===== config.mk =====
export PLATFORM = sky130hd
export DESIGN_NAME = pairing_mode_button_controller_core_flat
export DESIGN_NICKNAME = d
export VERILOG_FILES = /design/src/hdl/pmbc_pkg.sv /design/src/hdl/pmbc_tick_if.sv /design/src/hdl/pmbc_result_if.sv /design/src/hdl/pairing_mode_button_controller_core.sv /design/src/hdl/pmbc_cfg.sv /design/src/hdl/pmbc_tick.sv /design/src/flat_wrapper.sv
export SDC_FILE = /design/constraint.sdc
export NUM_CORES = 1
export LEC_CHECK = 0
export BUFFER_PORTS_ARGS = -buffer_cell sky130_fd_sc_hd__buf_2
export CORE_MARGIN = 2
export CORE_UTILIZATION = 25
export CTS_BUF_LIST = sky130_fd_sc_hd__clkbuf_4
export DETAILED_ROUTE_END_ITERATION = 10
export GPL_TIMING_DRIVEN = 0
export SLEW_MARGIN = 0
export SYNTH_ARGS = -nofsm -noshare
export SYNTH_HDL_FRONTEND = slang
export SYNTH_SLANG_ARGS = --single-unit

===== constraint.sdc =====
create_clock -name clk_i -period 8.07 [get_ports clk_i]
set_clock_uncertainty 0.1 [all_clocks]
set_input_delay 0.4035 -clock clk_i [delete_from_list [all_inputs] [get_ports clk_i]]
set_output_delay 0.4035 -clock clk_i [all_outputs]
set_load 0.02 [all_outputs]

===== src/hdl/pmbc_pkg.sv =====
// Package with the shared types and constants of the pairing-mode button controller.
package pmbc_pkg;

  // Configuration register geometry.
  localparam int unsigned CFG_W     = 16;
  localparam int unsigned CFG_IDX_W = 2;

  // Configuration register indexes.
  localparam logic [CFG_IDX_W-1:0] REG_HOLD_TIME      = 2'd0;
  localparam logic [CFG_IDX_W-1:0] REG_PAIR_LIMIT     = 2'd1;
  localparam logic [CFG_IDX_W-1:0] REG_FLASH_INTERVAL = 2'd2;

  // Register values after reset, in ticks.
  localparam logic [CFG_W-1:0] HOLD_TIME_RST      = 16'd3000;
  localparam logic [CFG_W-1:0] PAIR_LIMIT_RST     = 16'd30000;
  localparam logic [CFG_W-1:0] FLASH_INTERVAL_RST = 16'd500;

  // Operating modes.
  typedef enum logic [1:0] {
    MODE_WAITING = 2'd0,
    MODE_PAIRING = 2'd1,
    MODE_PAIRED  = 2'd2
  } mode_e;

  // Current configuration as seen by the tick logic.
  typedef struct packed {
    logic [CFG_W-1:0] hold_time;
    logic [CFG_W-1:0] pair_limit;
    logic [CFG_W-1:0] flash_interval;
  } cfg_t;

  // One result transaction.
  typedef struct packed {
    mode_e mode;
    logic  red_led;
    logic  blue_led;
    logic  advertise_start;
    logic  advertise_stop;
  } result_t;

endpackage


===== src/hdl/pmbc_tick_if.sv =====
// Interface of the tick input channel.
interface pmbc_tick_if;
  logic valid;
  logic ready;
  logic button_down;
  logic link_connect;
  logic link_disconnect;

  modport source (output valid, output button_down, output link_connect,
                  output link_disconnect, input ready);
  modport sink (input valid, input button_down, input link_connect,
                input link_disconnect, output ready);
endinterface


===== src/hdl/pmbc_result_if.sv =====
// Interface of the result output channel.
interface pmbc_result_if;
  logic       valid;
  logic       ready;
  logic [1:0] mode;
  logic       red_led;
  logic       blue_led;
  logic       advertise_start;
  logic       advertise_stop;

  modport source (output valid, output mode, output red_led, output blue_led,
                  output advertise_start, output advertise_stop, input ready);
  modport sink (input valid, input mode, input red_led, input blue_led,
                input advertise_start, input advertise_stop, output ready);
endinterface


===== src/hdl/pairing_mode_button_controller_core.sv =====
// Pairing-mode button controller: one tick transaction in, one result transaction out.
//
// Usage: each transaction on tick_i is one millisecond tick carrying the
// sampled button level and the link connect and disconnect pulses. For each
// accepted tick the block returns one transaction on result_o with the mode
// after that tick, both LED levels and the advertising start and stop pulses.
// The user must write the three timing registers through the cfg_* port only while no
// tick is in flight; the block itself does not enforce this.
// The result of a tick is registered and visible on result_o in the cycle after
// the tick transaction is accepted. Throughput: one tick per cycle while the
// receiver keeps taking results, set by the single result register that the state update writes in the same cycle.
// Stall: while a result waits on result_o, tick_i stays ready only if the
// receiver takes that result in the same cycle; otherwise the tick waits.
// Reset: rst_ni clears the mode to waiting, turns both LEDs off, loads the
// register defaults (hold 3000, timeout 30000, flash 500 ticks) and sets the
// flash counter to its maximum so the first pairing flash comes at once.
module pairing_mode_button_controller_core
  import pmbc_pkg::*;
#(
  parameter int unsigned TIMER_BITS = 16
) (
  input  logic                 clk_i,
  input  logic                 rst_ni,
  pmbc_tick_if.sink            tick_i,
  pmbc_result_if.source        result_o,
  input  logic                 cfg_we_i,
  input  logic [CFG_IDX_W-1:0] cfg_idx_i,
  input  logic [CFG_W-1:0]     cfg_data_i
);

  cfg_t    cfg;
  result_t res_next;
  result_t res_q;
  logic    out_valid_q, out_valid_d;
  logic    tick_fire;

  pmbc_cfg u_cfg (
    .clk_i      (clk_i),
    .rst_ni     (rst_ni),
    .cfg_we_i   (cfg_we_i),
    .cfg_idx_i  (cfg_idx_i),
    .cfg_data_i (cfg_data_i),
    .cfg_o      (cfg)
  );

  pmbc_tick #(
    .TIMER_BITS (TIMER_BITS)
  ) u_tick (
    .clk_i             (clk_i),
    .rst_ni            (rst_ni),
    .step_i            (tick_fire),
    .button_down_i     (tick_i.button_down),
    .link_connect_i    (tick_i.link_connect),
    .link_disconnect_i (tick_i.link_disconnect),
    .cfg_i             (cfg),
    .res_o             (res_next)
  );

  // A tick is taken whenever the result register is free or being drained.
  assign tick_i.ready = !out_valid_q || result_o.ready;
  assign tick_fire    = tick_i.valid && tick_i.ready;

  // Result register handshake.
  always_comb begin
    out_valid_d = out_valid_q;
    if (tick_fire) begin
      out_valid_d = 1'b1;
    end else if (result_o.ready) begin
      out_valid_d = 1'b0;
    end
  end

  always_ff @(posedge clk_i or negedge rst_ni) begin
    if (!rst_ni) begin
      out_valid_q <= 1'b0;
    end else begin
      out_valid_q <= out_valid_d;
    end
  end

  // Result payload; no reset needed.
  always_ff @(posedge clk_i) begin
    if (tick_fire) begin
      res_q <= res_next;
    end
  end

  assign result_o.valid           = out_valid_q;
  assign result_o.mode            = res_q.mode;
  assign result_o.red_led         = res_q.red_led;
  assign result_o.blue_led        = res_q.blue_led;
  assign result_o.advertise_start = res_q.advertise_start;
  assign result_o.advertise_stop  = res_q.advertise_stop;

`ifndef SYNTHESIS
  // Advertising only starts on entry to pairing, with the red LED off.
  assert property (@(posedge clk_i) disable iff (!rst_ni)
    (out_valid_q && res_q.advertise_start) |->
      (res_q.mode == MODE_PAIRING && !res_q.red_led))
    else $error("advertise_start outside pairing entry");

  // Start and stop never pulse in the same result.
  assert property (@(posedge clk_i) disable iff (!rst_ni)
    out_valid_q |-> !(res_q.advertise_start && res_q.advertise_stop))
    else $error("advertise_start and advertise_stop together");

  // A disconnect tick yields a paired result with a stop pulse next cycle.
  assert property (@(posedge clk_i) disable iff (!rst_ni)
    (tick_fire && tick_i.link_disconnect) |=>
      (out_valid_q && res_q.advertise_stop && res_q.mode == MODE_PAIRED))
    else $error("disconnect did not enter paired mode");
`endif

endmodule


===== src/hdl/pmbc_cfg.sv =====
// Configuration register bank of the pairing-mode button controller.
module pmbc_cfg
  import pmbc_pkg::*;
(
  input  logic                 clk_i,
  input  logic                 rst_ni,
  input  logic                 cfg_we_i,
  input  logic [CFG_IDX_W-1:0] cfg_idx_i,
  input  logic [CFG_W-1:0]     cfg_data_i,
  output cfg_t                 cfg_o
);

  cfg_t cfg_q, cfg_d;

  // Decode the write; an index past the last register is dropped.
  always_comb begin
    cfg_d = cfg_q;
    if (cfg_we_i) begin
      unique case (cfg_idx_i)
        REG_HOLD_TIME:      cfg_d.hold_time      = cfg_data_i;
        REG_PAIR_LIMIT:     cfg_d.pair_limit     = cfg_data_i;
        REG_FLASH_INTERVAL: cfg_d.flash_interval = cfg_data_i;
        default:            cfg_d                = cfg_q;
      endcase
    end
  end

  always_ff @(posedge clk_i or negedge rst_ni) begin
    if (!rst_ni) begin
      cfg_q.hold_time      <= HOLD_TIME_RST;
      cfg_q.pair_limit     <= PAIR_LIMIT_RST;
      cfg_q.flash_interval <= FLASH_INTERVAL_RST;
    end else begin
      cfg_q <= cfg_d;
    end
  end

  assign cfg_o = cfg_q;

endmodule


===== src/hdl/pmbc_tick.sv =====
// Mode state, elapsed counters and the per-tick update logic.
module pmbc_tick
  import pmbc_pkg::*;
#(
  parameter int unsigned TIMER_BITS = 16
) (
  input  logic    clk_i,
  input  logic    rst_ni,
  input  logic    step_i,
  input  logic    button_down_i,
  input  logic    link_connect_i,
  input  logic    link_disconnect_i,
  input  cfg_t    cfg_i,
  output result_t res_o
);

  localparam int unsigned CMP_W = (TIMER_BITS > CFG_W) ? TIMER_BITS : CFG_W;
  localparam logic [TIMER_BITS-1:0] TMAX = {TIMER_BITS{1'b1}};

  mode_e                 mode_q, mode_d;
  logic                  btn_prev_q, btn_prev_d;
  logic [TIMER_BITS-1:0] hold_q, hold_d;
  logic [TIMER_BITS-1:0] pair_q, pair_d;
  logic [TIMER_BITS-1:0] flash_q, flash_d;
  logic [TIMER_BITS-1:0] linger_q, linger_d;
  logic                  armed_q, armed_d;
  logic                  client_q, client_d;
  logic                  red_q, red_d;
  logic                  blue_q, blue_d;

  logic [TIMER_BITS-1:0] hold_b, pair_b, flash_b, linger_b;
  logic                  hold_over, pair_over, flash_due, linger_over;
  logic                  btn_edge;
  logic                  start, stop;

  // Saturating increments of all elapsed counters.
  assign hold_b   = (hold_q   == TMAX) ? hold_q   : hold_q   + 1'b1;
  assign pair_b   = (pair_q   == TMAX) ? pair_q   : pair_q   + 1'b1;
  assign flash_b  = (flash_q  == TMAX) ? flash_q  : flash_q  + 1'b1;
  assign linger_b = (linger_q == TMAX) ? linger_q : linger_q + 1'b1;

  // Limit compares on the incremented counts, both sides zero-extended.
  assign hold_over   = CMP_W'(hold_b)   >  CMP_W'(cfg_i.hold_time);
  assign pair_over   = CMP_W'(pair_b)   >  CMP_W'(cfg_i.pair_limit);
  assign flash_due   = CMP_W'(flash_b)  >= CMP_W'(cfg_i.flash_interval);
  assign linger_over = CMP_W'(linger_b) >  CMP_W'(cfg_i.hold_time);

  assign btn_edge = btn_prev_q != button_down_i;

  // Next state for one tick.
  always_comb begin
    mode_d     = mode_q;
    btn_prev_d = btn_prev_q;
    hold_d     = hold_b;
    pair_d     = pair_b;
    flash_d    = flash_b;
    linger_d   = linger_b;
    armed_d    = armed_q;
    client_d   = client_q;
    red_d      = red_q;
    blue_d     = blue_q;
    start      = 1'b0;
    stop       = 1'b0;

    // Link events: connect first, then disconnect.
    if (link_connect_i) begin
      client_d = 1'b1;
      blue_d   = 1'b1;
    end
    if (link_disconnect_i) begin
      client_d = 1'b0;
      mode_d   = MODE_PAIRED;
      armed_d  = 1'b0;
    end

    unique case (mode_d)
      MODE_WAITING: begin
        if (btn_edge) begin
          btn_prev_d = button_down_i;
          if (button_down_i) begin
            hold_d = '0;
          end
        end else if (button_down_i && hold_over) begin
          mode_d = MODE_PAIRING;
          red_d  = 1'b0;
          pair_d = '0;
          hold_d = '0;
          start  = 1'b1;
        end
      end
      MODE_PAIRING: begin
        if (!client_d) begin
          if (flash_due) begin
            blue_d  = ~blue_d;
            flash_d = '0;
          end
          if (btn_edge) begin
            btn_prev_d = button_down_i;
            if (button_down_i) begin
              hold_d = '0;
            end
          end else if ((button_down_i && hold_over) || pair_over) begin
            mode_d = MODE_WAITING;
            red_d  = 1'b1;
            blue_d = 1'b0;
            hold_d = '0;
            stop   = 1'b1;
          end
        end
      end
      default: begin
        // Paired: stop advertising once, then linger before waiting again.
        if (!armed_d) begin
          stop     = 1'b1;
          armed_d  = 1'b1;
          linger_d = '0;
        end else if (linger_over) begin
          blue_d = 1'b0;
          mode_d = MODE_WAITING;
        end
      end
    endcase
  end

  always_ff @(posedge clk_i or negedge rst_ni) begin
    if (!rst_ni) begin
      mode_q     <= MODE_WAITING;
      btn_prev_q <= 1'b0;
      hold_q     <= '0;
      pair_q     <= '0;
      flash_q    <= TMAX;
      linger_q   <= '0;
      armed_q    <= 1'b0;
      client_q   <= 1'b0;
      red_q      <= 1'b0;
      blue_q     <= 1'b0;
    end else if (step_i) begin
      mode_q     <= mode_d;
      btn_prev_q <= btn_prev_d;
      hold_q     <= hold_d;
      pair_q     <= pair_d;
      flash_q    <= flash_d;
      linger_q   <= linger_d;
      armed_q    <= armed_d;
      client_q   <= client_d;
      red_q      <= red_d;
      blue_q     <= blue_d;
    end
  end

  assign res_o.mode            = mode_d;
  assign res_o.red_led         = red_d;
  assign res_o.blue_led        = blue_d;
  assign res_o.advertise_start = start;
  assign res_o.advertise_stop  = stop;

endmodule


===== src/flat_wrapper.sv =====
// flat-port wrapper written by rule: the top's interface ports become plain ports
module pairing_mode_button_controller_core_flat import pmbc_pkg::*;
#(
  parameter int unsigned TIMER_BITS = 16
)
  (clk_i, rst_ni, cfg_we_i, cfg_idx_i, cfg_data_i, tick_i_valid, tick_i_button_down, tick_i_link_connect, tick_i_link_disconnect, tick_i_ready, result_o_valid, result_o_mode, result_o_red_led, result_o_blue_led, result_o_advertise_start, result_o_advertise_stop, result_o_ready);
  pmbc_tick_if tick_i_i ();
  pmbc_result_if result_o_i ();
  input  logic clk_i;
  input  logic rst_ni;
  input  logic cfg_we_i;
  input  logic [CFG_IDX_W-1:0] cfg_idx_i;
  input  logic [CFG_W-1:0] cfg_data_i;
  input wire logic [$bits(tick_i_i.valid)-1:0] tick_i_valid;
  input wire logic [$bits(tick_i_i.button_down)-1:0] tick_i_button_down;
  input wire logic [$bits(tick_i_i.link_connect)-1:0] tick_i_link_connect;
  input wire logic [$bits(tick_i_i.link_disconnect)-1:0] tick_i_link_disconnect;
  output wire logic [$bits(tick_i_i.ready)-1:0] tick_i_ready;
  output wire logic [$bits(result_o_i.valid)-1:0] result_o_valid;
  output wire logic [$bits(result_o_i.mode)-1:0] result_o_mode;
  output wire logic [$bits(result_o_i.red_led)-1:0] result_o_red_led;
  output wire logic [$bits(result_o_i.blue_led)-1:0] result_o_blue_led;
  output wire logic [$bits(result_o_i.advertise_start)-1:0] result_o_advertise_start;
  output wire logic [$bits(result_o_i.advertise_stop)-1:0] result_o_advertise_stop;
  input wire logic [$bits(result_o_i.ready)-1:0] result_o_ready;
  assign tick_i_i.valid = tick_i_valid;
  assign tick_i_i.button_down = tick_i_button_down;
  assign tick_i_i.link_connect = tick_i_link_connect;
  assign tick_i_i.link_disconnect = tick_i_link_disconnect;
  assign tick_i_ready = tick_i_i.ready;
  assign result_o_valid = result_o_i.valid;
  assign result_o_mode = result_o_i.mode;
  assign result_o_red_led = result_o_i.red_led;
  assign result_o_blue_led = result_o_i.blue_led;
  assign result_o_advertise_start = result_o_i.advertise_start;
  assign result_o_advertise_stop = result_o_i.advertise_stop;
  assign result_o_i.ready = result_o_ready;
  pairing_mode_button_controller_core #(.TIMER_BITS(TIMER_BITS)) u_core (.clk_i(clk_i), .rst_ni(rst_ni), .tick_i(tick_i_i), .result_o(result_o_i), .cfg_we_i(cfg_we_i), .cfg_idx_i(cfg_idx_i), .cfg_data_i(cfg_data_i));
endmodule

==> impl_metrics.toml, run 1 <==
[power]
sw_frac_of_total = 0.375
peakVddDrop_v = 0.0000948
power_frac_comb = 0.347
power_mw = 2.20
p_seq_frac = 0.416
p_int_mw = 1.37
p_sw_mw = 0.826
p_leak_nw = 4.02
powerDensity_nw_per_um2 = 236
p_clk_frac = 0.237

[timing]
fin_crit_ps = 4670
worst_slack_ps = 3400
hold_viol = 0
fin_crit_sh = 0.579
worst_slew_pin_slew_ps = 1040
slew_viol_final = 0
rsz0062_at_grt = "no"
setup_viol = 0
fin_hold_ws_ps = 33.0
fmax_mhz = 214
slew_headroom = 0.304
fin_tns_setup_ps = 0

[yosys]
synth_edf_count = 6
syn_area_sq_um = 8210
yosys_warnings = 0
synth_cell_types = 68
synth_top_area_frac = 0.256
syn_avg_cell_area_sq_um = 9.22
synth_fp_nets = 984
synthArstFlopShare = 0.952
synth_largest_area_cell = "dfrtp_1"
synth_ff_type = "dfrtp_1"
synth_area_leaders = "dfrtp_1 26%, dfstp_2 12%, ha_1 10%, mux2_2 5.2%, nand2_1 4.5%"
seq_area_frac_synth = 0.393
synth_cells = 890
ys_ff_latch = 126

[critical_path]
startpoint_type = "flip-flop"
slowest_stage = "or4_1"
path_class = "reg -> reg"
critPathCaptureType = "flip-flop"
cp_num_buf_inv = 2
crit_required_ps = 8380
cpLargestDelayFamily = "simple AND/OR/NAND/NOR gates"
critPathCapture = "u_core.u_tick.hold_q[8]"
reg2reg_from = "u_core.u_tick.pair_q[0]"
r2r_slack_ps = 3400
crit_top_cell = "ha_1"
arrival_ps = 4990
crit_path_max_fanout = 10
worstPathCellList = "ha_1 -> and2_1 -> and4_1 -> buf_2 -> nor2b_1 -> nand4_1 -> xnor2_1 -> ha_1 -> nand2_1 -> or4_1 -> o221ai_1 -> a22oi_4 -> a211oi_4 -> buf_6 -> o22ai_1"
cpPeakStageDelay_ps = 580
worst_r2r_path_depth = 15
rr_endpoint = "u_core.u_tick.hold_q[8]"
crit_cells = 15
crit_path_start = "u_core.u_tick.pair_q[0]"

[clocking]
cts.repair.resized = 0
cts_buffers = 17
ctsLongestPathBuffers = 2
insertion_delay_ps = 570
clock_sinks = 126
cts-htree-levels = 4
root_buffer = "clkbuf_4"
cts_tree = "yes"
post_cts_buffers = 0
clkSlewWorstSetupHoldPaths_ps = 120

[route]
firstDrtPassIters = 5
avgRoutedWirePerCell_microns = 16.0
dr_total_vias = 6878
route.detailed.drc = 0
ant_nets = 0
via_per_inst = 4.90
drtIter0Drc = 602
wl_microns = 22400

[floorplan]
fp.dieW_microns = 185
die_h_microns = 185
start_util = 0.253
row_count = 66
pin_count = 34
dieArea_sq_um = 34300
core_area_sq_um = 32500

[global_routing]
grt_pass1_wl_microns = 35600
grt_use_total = 0.135
grt_max_degree = 90
grt_pass1_vias = 6551
antenna_found_initial = 0
grt_overflow = 0

[placed_design]
pre_cts_ws_ps = 3470
placed_cell_area_sq_um = 8960
port_buffers = 33
dp_hpwl_microns = 16800
gp_congestion = 0.849

[cells_and_area]
layout.area.seq_sq_um = 3230
nFillCells = 3379
area_growth_pct = 13.7
design_area_sq_um = 9330
multi_input_area_sq_um = 4580
final_nets = 1041
drive_gt1_frac = 0.174

[worst_hold_path]
min-delay-start = "cfg_data_i[9]"
hold_path_class = "in -> reg"

[job]
drv_cap = 0

[status]
status = "completed"
==> through the flow <==
step | utilization | std cells
floorplan | - | 890
global placement | 0.275 | 1365
detailed placement | 0.276 | 1366
CTS | 0.287 | 1401
global route | 0.287 | 1402
finish | 0.288 | 1403
==> cell usage in the layout (no fill, tap or decap), types with 9 or more instances in the layout <==
cell | synthesis | layout
a21oi_1 | 49 | 49
nor3_1 | 12 | 12
a21o_1 | 12 | 12
nor2_1 | 61 | 61
mux2_2 | 38 | 38
nand3_1 | 49 | 49
dfstp_2 | 36 | 36
buf_2 | 7 | 39
xnor2_1 | 36 | 36
inv_1 | 65 | 65
and4_1 | 11 | 11
and2_1 | 10 | 10
o22ai_1 | 9 | 9
clkbuf_4 | 0 | 19
nand4_1 | 25 | 25
nand2_1 | 98 | 98
ha_1 | 68 | 68
dfrtp_1 | 84 | 84
a22o_1 | 17 | 17
nand2b_1 | 9 | 9
clkbuf_1 | 24 | 24
o21ai_0 | 47 | 47
==> sequential cells by signal, indices dropped and copies added (netlist names), 2 cells and up <==
name,count
u_core.result_o.mode,2
u_core.u_cfg.cfg_o,48
u_core.u_tick.flash_q,16
u_core.u_tick.hold_q,16
u_core.u_tick.linger_q,16
u_core.u_tick.mode_q,2
u_core.u_tick.pair_q,16
==> synthesized netlist by cell type, drive strengths merged (8+ instances only) <==
cell / count
nor2: 61
clkbuf: 24
nand3: 50
and4: 11
inv: 65
nor3: 13
ha: 68
a21o: 12
o22ai: 9
xnor2: 36
a21oi: 50
and2: 10
mux2: 39
or3: 8
nand2: 98
o21ai: 48
xor2: 8
a22o: 17
nand2b: 9
buf: 11
dfrtp: 84
nand4: 25
dfstp: 36
==> how the worst min path moves through the flow <==
stage	to	slack [ps]	cells past startpoint
CTS	u_core.u_cfg.cfg_o[41]	10	3
floorplan	u_core.result_o.valid	8	0
global route	u_core.u_cfg.cfg_o[37]	5	3
global placement	u_core.u_tick.flash_q[12]	370	2
finish	u_core.u_cfg.cfg_o[41]	30	3
detailed placement	u_core.u_tick.linger_q[14]	220	1
==> layer usage <==
layer | share of wire | global-route usage | up-vias
li1 | - | - | 3307
met1 | 0.47 | 0.185 | 3391
met2 | 0.46 | 0.217 | 149
met3 | 0.046 | 0.0271 | 31
met4 | 0.017 | 0.0371 | 0
met5 | 0 | 0 | -
==> cells by family after synthesis <==
logic type | count (synthesis) | share of synthesized area
compound gates | 195 | 0.160
simple gates | 312 | 0.186
fa+ha+maj | 68 | 0.104
mux | 45 | 0.0613
flops | 126 | 0.393
buf+inv | 100 | 0.0486
xor+xnor | 44 | 0.0470
==> worst reg2reg max path: stages, from the launching register on <==
cell and delay [ps]:
dfrtp_1 470, ha_1 270, and2_1 210, and4_1 210
buf_2 190, nor2b_1 390, nand4_1 250, xnor2_1 200
ha_1 280, nand2_1 50, or4_1 580, o221ai_1 380
a22oi_4 170, a211oi_4 490, buf_6 220, o22ai_1 70
==> final cells by class <==
class / instances / share of cell area
multi-input cells: 664 / 0.491
flip-flops and latches: 126 / 0.346
well taps: 442 / 0.0593
inverters: 65 / 0.0261
repair buffers: 38 / 0.0256
clock inverters: 13 / 0.0201
plain buffers: 35 / 0.0166
clock buffers: 19 / 0.0153
diodes: 1 / 0.000268
==> repair_timing <==
action	CTS	global route
setup endpoints to repair	0	0
endpoints found under the hold margin	33	1
hold buffers	3	1
==> power groups by stage <==
stage          registers (mW)  clock network (mW)  logic [mW]
6_report                0.915               0.521       0.764
5_1_grt                 0.936               0.560       0.868
4_1_cts                 0.913               0.535       0.766
3_5_place_dp            0.924                   0       0.761
3_3_place_gp            0.919                   0       0.732
2_1_floorplan           0.898                   0       0.566
No activity file was read; power rests on OpenSTA's default activity.
==> run 2, diff against run 1 <==
==> constraint.sdc (replaced) <==
create_clock -name clk_i -period 4.5 [get_ports clk_i]
set_clock_uncertainty 0.1 [all_clocks]
set_input_delay 0.225 -clock clk_i [delete_from_list [all_inputs] [get_ports clk_i]]
set_output_delay 0.225 -clock clk_i [all_outputs]
set_load 0.02 [all_outputs]
==> impl_metrics.toml, run 2 (same netlist as run 1, synthesis figures left out) <==
[status]
status = "completed"

[floorplan]
core_area_sq_um = 32500
fp.dieW_microns = 185
pin_count = 34
start_util = 0.253
dieArea_sq_um = 34300
row_count = 66
die_h_microns = 185

[timing]
slew_viol_final = 0
setup_viol = 0
fin_crit_sh = 0.945
fmax_mhz = 235
rsz0062_at_grt = "no"
hold_viol = 0
slew_headroom = 0.302
worst_slew_pin_slew_ps = 1050
fin_crit_ps = 4250

[power]
p_leak_nw = 4.16
power_mw = 3.99
p_int_mw = 2.49
powerDensity_nw_per_um2 = 415
p_clk_frac = 0.235
p_sw_mw = 1.50
p_seq_frac = 0.414
peakVddDrop_v = 0.000170
sw_frac_of_total = 0.377
power_frac_comb = 0.351

[worst_hold_path]
hold_path_class = "in -> async"

[clocking]
cts_buffers = 17
root_buffer = "clkbuf_4"
clock_sinks = 126
insertion_delay_ps = 570
cts_tree = "yes"
cts-htree-levels = 4
clkSlewWorstSetupHoldPaths_ps = 130
ctsLongestPathBuffers = 2

[critical_path]
crit_required_ps = 4690
arrival_ps = 4450
path_class = "reg -> reg"
slowest_stage = "or4_1"
crit_top_cell = "ha_1"
critPathCaptureType = "flip-flop"
cpLargestDelayFamily = "simple AND/OR/NAND/NOR gates"
worst_r2r_path_depth = 15
crit_path_max_fanout = 10
crit_cells = 15
cpPeakStageDelay_ps = 600
startpoint_type = "flip-flop"
cp_num_buf_inv = 2
worstPathCellList = "ha_1 -> and2_1 -> and4_1 -> buf_2 -> nor2b_4 -> nand4_1 -> xnor2_1 -> ha_1 -> nand2_1 -> or4_1 -> o221ai_2 -> a22oi_4 -> buf_4 -> a221oi_1 -> a21oi_1"

[cells_and_area]
design_area_sq_um = 9630
mostFrequentLayoutCell = "nand2_1"
multi_input_area_sq_um = 4650
layout.area.seq_sq_um = 3230
drive_gt1_frac = 0.194
nFillCells = 3361
final_nets = 1064
largest_reg_flops = 48
diodes = 0
layout_common_cells = "98 x nand2_1, 84 x dfrtp_1, 68 x ha_1"
area_growth_pct = 17.4

[placed_design]
dp_hpwl_microns = 16800
placed_cell_area_sq_um = 8960
port_buffers = 33
gp_congestion = 0.849

[global_routing]
grt_pass1_vias = 6685
grt_use_total = 0.136
grt_pass1_wl_microns = 36000
grt_overflow = 0
grt_max_degree = 90
antenna_found_initial = 0

[route]
firstDrtPassIters = 5
dr_total_vias = 6948
wl_met3_microns = 893
wl_microns = 22700
met1_length_microns = 10900
route.detailed.drc = 0
maxUsedRoutingLayer = "met4"
via_per_inst = 4.88
wl_met2_microns = 10600
ant_nets = 0
avgRoutedWirePerCell_microns = 15.9
drtIter0Drc = 579

[job]
drv_cap = 0
## run 2: power groups by stage
stage / registers (mW) / logic [mW] / clock network (mW)
floorplan: 1.61 / 1.02 / 0
global placement: 1.65 / 1.31 / 0
detailed placement: 1.66 / 1.36 / 0
CTS: 1.64 / 1.40 / 0.960
global route: 1.69 / 1.59 / 1.00
finish: 1.65 / 1.40 / 0.940
## run 2: area by class of cell
cell class,instances,share of cell area
buffer,32,0.0153
tap,442,0.0574
multi-input combinational,664,0.483
sequential,126,0.335
clock inverter,13,0.0195
timing repair buffer,64,0.0498
clock buffer,19,0.0148
inverter,65,0.0253
## run 2: timing repair
action / 4_1_cts / 5_1_grt
gates resized for setup: 5 / 15
pin swaps: 1 / 4
setup buffers: 3 / 5
hold buffers: 22 / 0
endpoints found under the hold margin: 139 / 0
setup endpoints to repair: 24 / 54
## run 2: path summary, 6_finish.rpt
check	from	to	slack (ps)
max	u_core.u_tick.pair_q[0]	u_core.result_o.blue_led	250
min	rst_ni	u_core.u_tick.linger_q[14]	10
max reg2reg	u_core.u_tick.pair_q[0]	u_core.result_o.blue_led	250
min reg2reg	u_core.u_tick.flash_q[1]	u_core.u_tick.flash_q[1]	390
max in group asynchronous	rst_ni	u_core.u_cfg.cfg_o[40]	3490
min in group clk_i	tick_i_link_connect	u_core.u_tick.btn_prev_q	30
## run 2: stage by stage
stage                     setup TNS (ps)  setup WS, ps  hold WS, ps  instances  utilization
after floorplan                        0           669         -171        890            -
after CTS                              0          28.6        0.193       1423        0.294
after detailed placement            -679         -98.7         37.4       1366        0.276
after global routing                   0          10.4         27.6       1425        0.297
after global placement              -812          -107          353       1365        0.275
final                                  0           248         9.74       1425        0.297
## run 2: per-layer routing
metal	vias up	track usage
met3	27	0.0267
met2	141	0.221
met1	3427	0.185
met5	-	0
met4	0	0.0362
li1	3353	-
